## config.mk

```make
export PLATFORM = sky130hd
export DESIGN_NAME = itsolv_div
export DESIGN_NICKNAME = d
export VERILOG_FILES = /design/src/itsolv_pkg.sv /design/src/itsolv_div.sv
export SDC_FILE = /design/constraint.sdc
export NUM_CORES = 2
export LEC_CHECK = 0
export BUFFER_PORTS_ARGS = -buffer_cell sky130_fd_sc_hd__buf_2
export CORE_UTILIZATION = 64
export CTS_CLUSTER_DIAMETER = 150
export DETAILED_ROUTE_END_ITERATION = 8
export GPL_ROUTABILITY_DRIVEN = 0
export PLACE_DENSITY = 0.81
export SETUP_SLACK_MARGIN = 0.5
export SYNTH_ARGS = -nofsm -noshare
export SYNTH_HDL_FRONTEND = slang
export SYNTH_SLANG_ARGS = --single-unit
```

## constraint.sdc

```tcl
create_clock -name clk -period 4.5 [get_ports clk]
set_input_delay 0.45 -clock clk [delete_from_list [all_inputs] [get_ports clk]]
set_output_delay 0.45 -clock clk [all_outputs]
set_load 0.05 [all_outputs]
```

## src/itsolv_pkg.sv

```systemverilog
// Shared widths, constants and types for the intercept time solver.
// No dependencies; every other file in src imports this package.
package itsolv_pkg;

    localparam int IN_W         = 22;        // offsets and velocities
    localparam int SPD_W        = 16;        // projectile speed
    localparam int TIME_W       = 18;        // time, 16 fraction bits
    localparam int FRAC_W       = 16;
    localparam int LOW_W        = TIME_W - FRAC_W;
    localparam int P_W          = 2 * IN_W;  // one 22x22 product
    localparam int A_W          = 46;        // signed A and B
    localparam int MA_W         = 44;        // |A|
    localparam int MB_W         = 45;        // |B|
    localparam int C_W          = 44;        // C = O.O
    localparam int SS_SHIFT     = 8;         // S*S scaled to 8 fraction bits
    localparam int BL_W         = 23;        // low split of |B|
    localparam int AL_W         = 22;        // low split of |A| and C
    localparam int D_W          = 91;        // B*B, 4|A|C and the discriminant
    localparam int SQ_W         = 46;        // root width, one bit per stage
    localparam int SQ_IN_W      = 2 * SQ_W;
    localparam int RAD_SHIFT    = 24;        // fallback radicand C * 2^24
    localparam int NUM_W        = 47;
    localparam int DEN_W        = 46;
    localparam int FRONT_STAGES = 6;

    localparam logic [TIME_W-1:0]      MAX_TIME_RESET = TIME_W'(78643);
    localparam logic [MA_W-1:0]        A_SMALL_MAX    = MA_W'(2);
    localparam logic signed [A_W-1:0]  B_LIN_MAX      = A_W'(-3);

    // How the time is formed once the root is known.
    typedef enum logic [2:0] {
        MODE_LIN,    // C / |B|
        MODE_ADD,    // (|B| + r) / 2|A|
        MODE_RSUB,   // (r - |B|) / 2|A|
        MODE_BSUB,   // (|B| - r) / 2|A|
        MODE_FALL,   // sqrt(C * 2^24) / S
        MODE_SAT     // fallback with zero speed
    } mode_t;

    typedef struct packed {
        mode_t              mode;
        logic [MB_W-1:0]    bmag;
        logic [MA_W-1:0]    amag;
        logic [C_W-1:0]     c;
        logic [SPD_W-1:0]   speed;
    } side_t;

endpackage

```

## src/itsolv_div.sv

```systemverilog
// Pipelined restoring divider: floor(num * 2^16 / den) with overflow past 18 bits.
// One quotient bit per stage after a range check stage; depends on itsolv_pkg.
module itsolv_div (
    input  logic                           clk,
    input  logic                           rst_n,
    input  logic                           req_valid,
    input  logic [itsolv_pkg::NUM_W-1:0]   num,
    input  logic [itsolv_pkg::DEN_W-1:0]   den,
    input  logic                           sat,
    output logic                           quo_valid,
    output logic [itsolv_pkg::TIME_W-1:0]  quot,
    output logic                           ovf
);
    import itsolv_pkg::*;

    localparam int REM_W = DEN_W + 1;
    localparam int CMP_W = DEN_W + LOW_W;

    logic               v0_reg;
    logic [REM_W-1:0]   rem0_reg;
    logic [DEN_W-1:0]   den0_reg;
    logic [LOW_W-1:0]   low0_reg;
    logic               ovf0_reg;

    logic               v_reg   [TIME_W];
    logic [REM_W-1:0]   rem_reg [TIME_W];
    logic [DEN_W-1:0]   den_reg [TIME_W];
    logic [LOW_W-1:0]   low_reg [TIME_W];
    logic [TIME_W-1:0]  q_reg   [TIME_W];
    logic               ovf_reg [TIME_W];

    always_ff @(posedge clk or negedge rst_n)
    begin
        if (!rst_n)
            v0_reg <= 1'b0;
        else
            v0_reg <= req_valid;
    end

    // a quotient of 2^18 or more cannot fit: flag it and let it clamp
    always_ff @(posedge clk)
    begin
        ovf0_reg <= sat || (CMP_W'(num) >= (CMP_W'(den) << LOW_W));
        rem0_reg <= REM_W'(num >> LOW_W);
        low0_reg <= num[LOW_W-1:0];
        den0_reg <= den;
    end

    for (genvar j = 0; j < TIME_W; j++)
    begin : g_step
        localparam int XB = TIME_W - 1 - j;

        logic               v_in, o_in, bit_in, take;
        logic [REM_W-1:0]   r_in, r_sh, rem_next;
        logic [DEN_W-1:0]   d_in;
        logic [LOW_W-1:0]   l_in;
        logic [TIME_W-1:0]  q_in, q_next;

        if (j == 0)
        begin : g_first
            assign v_in = v0_reg;
            assign r_in = rem0_reg;
            assign d_in = den0_reg;
            assign l_in = low0_reg;
            assign q_in = '0;
            assign o_in = ovf0_reg;
        end
        else
        begin : g_rest
            assign v_in = v_reg[j-1];
            assign r_in = rem_reg[j-1];
            assign d_in = den_reg[j-1];
            assign l_in = low_reg[j-1];
            assign q_in = q_reg[j-1];
            assign o_in = ovf_reg[j-1];
        end

        if (XB >= FRAC_W)
        begin : g_low
            assign bit_in = l_in[XB-FRAC_W];
        end
        else
        begin : g_zero
            assign bit_in = 1'b0;
        end

        assign r_sh     = {r_in[REM_W-2:0], bit_in};
        assign take     = r_sh >= REM_W'(d_in);
        assign rem_next = take ? r_sh - REM_W'(d_in) : r_sh;
        assign q_next   = {q_in[TIME_W-2:0], take};

        always_ff @(posedge clk or negedge rst_n)
        begin
            if (!rst_n)
                v_reg[j] <= 1'b0;
            else
                v_reg[j] <= v_in;
        end

        always_ff @(posedge clk)
        begin
            rem_reg[j] <= rem_next;
            den_reg[j] <= d_in;
            low_reg[j] <= l_in;
            q_reg[j]   <= q_next;
            ovf_reg[j] <= o_in;
        end
    end

    assign quo_valid = v_reg[TIME_W-1];
    assign quot      = q_reg[TIME_W-1];
    assign ovf       = ovf_reg[TIME_W-1];

endmodule

```

# --- Word level (Yosys, flattened, before mapping) ---
# Memory sizes are Yosys's and may differ from the RTL's.
# Cells that the tools add are included.
word_totals:
  n_memories: 5
  rom_bits: 0
  elab_cells: 84
  latchBits: 0
  reg_bits: 113
  ramBits: 2052
  inputBits: 97
mem_list:
  columns: ["name", "depth", "word_bits", "rd", "rd_ports_with_merged_regs", "write_ports", "line_no", "text"]
  rows:
  - ["rem_reg", 18, 47, 17, 0, 18, "itsolv_div.sv:26", "logic [REM_W-1:0] rem_reg [TIME_W];"]
  - ["den_reg", 18, 46, 17, 0, 18, "itsolv_div.sv:27", "logic [DEN_W-1:0] den_reg [TIME_W];"]
  - ["q_reg", 18, 18, 18, 0, 18, "itsolv_div.sv:29", "logic [TIME_W-1:0] q_reg [TIME_W];"]
  - ["low_reg", 18, 2, 17, 0, 18, "itsolv_div.sv:28", "logic [LOW_W-1:0] low_reg [TIME_W];"]
  - ["ovf_reg", 18, 1, 18, 0, 18, "itsolv_div.sv:30", "logic ovf_reg [TIME_W];"]
classes:
  reduce_logical: 1
  n_shift: 0
  div_mod_pow: 0
  order_cmp: 19
  addsub: 18
  n_bitwise: 0
  multipliers: 0
  mux: 18
  n_eq_ne: 0
ops:
  columns: ["cell", "count"]
  rows:
  - ["47-bit two-way mux", 18]
  - ["47-bit by 46-bit >= comparator with 1-bit output", 17]
  - ["47-bit by 46-bit subtractor with 47-bit output", 17]
  - ["47-bit by 48-bit >= comparator with 1-bit output", 1]
  - ["46-bit by 46-bit subtractor with 47-bit output", 1]
  - ["46-bit >= comparator", 1]
  - ["1-bit logical OR", 1]

# --- Logic depth before layout (Yosys ltp) ---
# An unclocked memory read counts as a cell.
depth:
  depth_word: 3
  ltp_mapped: 17

# --- Least setup slack after synthesis ---
# OpenSTA, ideal clock, no wires.
synth_path:
  path_kind: "register to register"
  startpoint: "memory den_reg[1][1]"
  endpoint: "memory rem_reg[2][35] (netlist bit)"
  stages_incl_launch_ff: 16
  t_arrival_ns: 3.429
  required_ns: 4.377
  path_slack_ns: 0.948
  setup_ns: 0.123
  cell_sequence: "dfxtp_1 > inv_1 > ha_1 > nor2b_1 > o31a_1 > o21a_1 > a211o_1 > a311o_1 > o21a_1 > a41oi_2 > o31ai_1 > a21o_1 > a21oi_2 > buf_4 > buf_6 > mux2_1"
synth_lines:
  columns: ["item", "line_no"]
  rows:
  - ["from (decl)", "itsolv_div.sv:27"]
  - ["to (decl)", "itsolv_div.sv:26"]

==> results.sh <==
export IMPL_synth_edf_count=0
export IMPL_clockBufferDepth=3
export IMPL_synth_seq_cells=1867
export IMPL_timing_final_max_slew_violations=0
export IMPL_worstMarginPinSlew_ns=1.02
export IMPL_synth_area_um2=91700
export IMPL_path_clk_slew_ns=0.06
export IMPL_post_synth_fa_ha_maj_area_fraction_pct=12.3
export IMPL_synth_xor_area_share_pct=6.76
export IMPL_drt_wl_total_mm=223
export IMPL_hold_path_class="in2async"
export IMPL_synth_top_family_by_area="compound AO/OA/AOI/OAI gates"
export IMPL_tritoncts_num_buffers=187
export IMPL_largest_net_degree_at_the_start_of_global_routing=90
export IMPL_die_w_um=380
export IMPL_synth_mux_area_fraction_pct=4.03
export IMPL_global_route_wire_length_before_repair_mm=347
export IMPL_cellPowerDensity_nw_per_um2=828
export IMPL_synth_simple_gate_area_share_pct=10.7
export IMPL_rsz0062_at_grt="true"
export IMPL_area_delta_synth_final_pct=13.1
export IMPL_post_route_cells_drive_above_1_share_pct=10.6
export IMPL_yosys_most_used_dff="sky130_fd_sc_hd__dfxtp_1"
export IMPL_floorplan_core_area_um2=142000
export IMPL_cts_sinks=1867
export IMPL_die_y_um=380
export IMPL_layoutNonFillerInstCount=12400
export IMPL_dpl_cell_count=11900
export IMPL_timing_setup_critical_path_class="reg2reg"
export IMPL_most_common_layout_cells="1,847 x sky130_fd_sc_hd__dfxtp_1, 1,068 x sky130_fd_sc_hd__inv_1, 867 x sky130_fd_sc_hd__ha_1"
export IMPL_critical_path_startpoint_type="flop"
export IMPL_max_freq_mhz=254
export IMPL_finish_net_count=11300
export IMPL_avgSynthCellArea_um2=9.12
export IMPL_detail_route_wl_per_cell_um=18.0
export IMPL_ant_nets=0
export IMPL_drt_drc_violations_left=0
export IMPL_cts_tree="built"
export IMPL_clock_insertion_delay_worst_skew_ns=0.83
export IMPL_routed_vias_inst=5.89
export IMPL_synthCells=10100
export IMPL_setup_tns_ns=0
export IMPL_share_of_synthesized_registers_carrying_an_async_set_or_reset_pct=1.02
export IMPL_dp_hpwl_mm=157
export IMPL_globalRoute_totalOverflow=0
export IMPL_clock_skew_ns=0.0264
export IMPL_critical_path_max_fanout=49
export IMPL_cts_max_level=4
export IMPL_layout_commonest_cell="sky130_fd_sc_hd__dfxtp_1"
export IMPL_outcome="finished, final reports clean"
export IMPL_setup_violations=0
export IMPL_hold_viol=0
export IMPL_synthDistinctLibCells=106
export IMPL_io_buffer_count=116
export IMPL_ioPinCount=117
export IMPL_fillers=9667
export IMPL_num_vias=72900
export IMPL_maxCapViolCount=0
export IMPL_cp_arrival_ns=4.65
export IMPL_yosysSeqAreaShare_pct=40.9
export IMPL_clock_tree_root_cell="sky130_fd_sc_hd__clkbuf_16"
export IMPL_first_global_vias=72700
export IMPL_synth_warnings=0
export IMPL_dr_pass1_iters=6
export IMPL_period_share_pct=87.5
export IMPL_category_of_the_worst_setup_path_capture_point="flop"
export IMPL_irDropWorstVdd_v=0.000554
export IMPL_regToRegSetupSlack_ns=0.56
export IMPL_track_usage_pct=28.8
export IMPL_final_core_utilization_pct=73.2
export IMPL_finalCriticalPeriod_ns=3.94
export IMPL_slew_headroom_pct=31.2
export IMPL_timing_critical_path_required_ns=5.21
export IMPL_grt_antenna_before_repair=3
export IMPL_synth_fp_nets=11000
export IMPL_leakagePower_nw=49.1
export IMPL_detailedRoute_firstIterationViolations=4890
export IMPL_timing_hold_ws_ns=0.0943
export IMPL_synth_compound_area_share_pct=19.6
export IMPL_fp_dieArea_um2=145000
export IMPL_initial_core_util_pct=64.7
export IMPL_placement_rows=138
## metrics by stage
step                      setup WS (ns)  power [mW]  cell area, µm²
after floorplan                   0.948        56.9           91700
after global placement            0.240        64.6           94400
after detailed placement          0.166        66.1           94400
after CTS                         0.501        83.3          102000
after global routing              0.402        91.4          104000
final                             0.561        85.8          104000
## routing by layer
layer  GRT usage, %  wire [µm]  share of wire, %
met4           23.9      21500               9.7
met1           27.9      79200                36
met3           3.54       9280               4.2
met5              0          0                 0
met2           54.2     113000                51
## kinds of logic (layout without fill, tap and decap cells)
family | count (synthesis) | after routing
fa+ha+maj | 889 | 889
compound gates | 2854 | 2854
buf+inv | 1351 | 1788
other cells | 0 | 3
simple gates | 2055 | 2055
flops | 1867 | 1867
mux | 329 | 329
xor+xnor | 708 | 708
## area by class of cell
| class | instances | area [µm²] | area share (%) |
|---|---|---|---|
| multi-input cells | 6835 | 49900 | 48.2 |
| clock inverters | 79 | 1120 | 1.08 |
| inverters | 1072 | 4020 | 3.88 |
| repair buffers | 371 | 3360 | 3.24 |
| diodes | 3 | 7.51 | 0.00724 |
| clock buffers | 266 | 5410 | 5.21 |
| flip-flops and latches | 1867 | 37500 | 36.1 |
| well taps | 1890 | 2360 | 2.28 |
## worst max-delay path: stages (launching register included)
cell,delay (ns)
sky130_fd_sc_hd__dfxtp_1,0.40
sky130_fd_sc_hd__inv_1,0.06
sky130_fd_sc_hd__ha_1,0.38
sky130_fd_sc_hd__a21oi_1,0.23
sky130_fd_sc_hd__o22ai_1,0.12
sky130_fd_sc_hd__a211oi_2,0.30
sky130_fd_sc_hd__o21ai_1,0.22
sky130_fd_sc_hd__a21oi_2,0.32
sky130_fd_sc_hd__a31oi_2,0.23
sky130_fd_sc_hd__a31o_2,0.33
sky130_fd_sc_hd__a41o_1,0.31
sky130_fd_sc_hd__o21ai_4,0.26
sky130_fd_sc_hd__buf_12,0.25
sky130_fd_sc_hd__mux2_2,0.37
## final timing paths
path | cells after the start | to | startpoint
min reg2reg | 0 | q_reg[17][3] | q_reg[16][2]
max reg2reg | 13 | rem_reg[15][7] | den_reg[14][6]
min | 2 | g_step[0].v_in | rst_n
max in group asynchronous | 2 | g_step[17].v_in | rst_n
max | 13 | rem_reg[15][7] | den_reg[14][6]
min in group clk | 2 | den0_reg[31] | den[31]
## cells in the mapped netlist (all sizes together), types with 14 or more instances
master	instances	area share, %
a211oi	73	0.61
and2	41	0.28
o31a	18	0.17
nor2b	91	0.62
a21oi	870	4.8
nand2b	105	0.72
or3	29	0.20
nor3	71	0.39
o21ai	715	3.9
mux2	319	3.9
or2	23	0.16
a41oi	17	0.19
o21bai	103	0.84
a221oi	25	0.30
a31oi	91	0.65
buf	84	0.59
o22ai	14	0.10
a31o	28	0.28
clkbuf	195	0.80
nor2	462	1.9
and3	91	0.62
o31ai	60	0.52
inv	1072	4.4
nand4	154	1.1
fa	17	0.37
a211o	24	0.23
nand2	719	2.9
a21o	550	4.5
dfrtp	19	0.52
ha	872	12
dfxtp	1848	40
nand3	160	0.87
xor2	293	2.8
xnor2	415	4.0
and4	18	0.17
nor3b	16	0.13
a21boi	30	0.25
a2111oi	15	0.17
o21a	73	0.60
nor4	28	0.19
o211ai	32	0.27
## power by group
part | total (mW) | internal (mW) | leakage (nW) | switching [mW]
Sequential | 24.4 | 21.8 | 15.8 | 2.64
Clock | 16.0 | 9.51 | 3.19 | 6.50
Combinational | 45.4 | 20.2 | 30.1 | 25.2
## repair_timing
| action | CTS | global route |
|---|---|---|
| cloned | 6 | 16 |
| endpoints found under the hold margin | 113 | 0 |
| endpoints found under the setup margin | 421 | 619 |
| resized for setup | 52 | 147 |
| hold buffers | 95 | 0 |
| buffers inserted | 13 | 38 |
| pin swaps | 18 | 53 |
No activity file was read; power rests on OpenSTA's default activity.
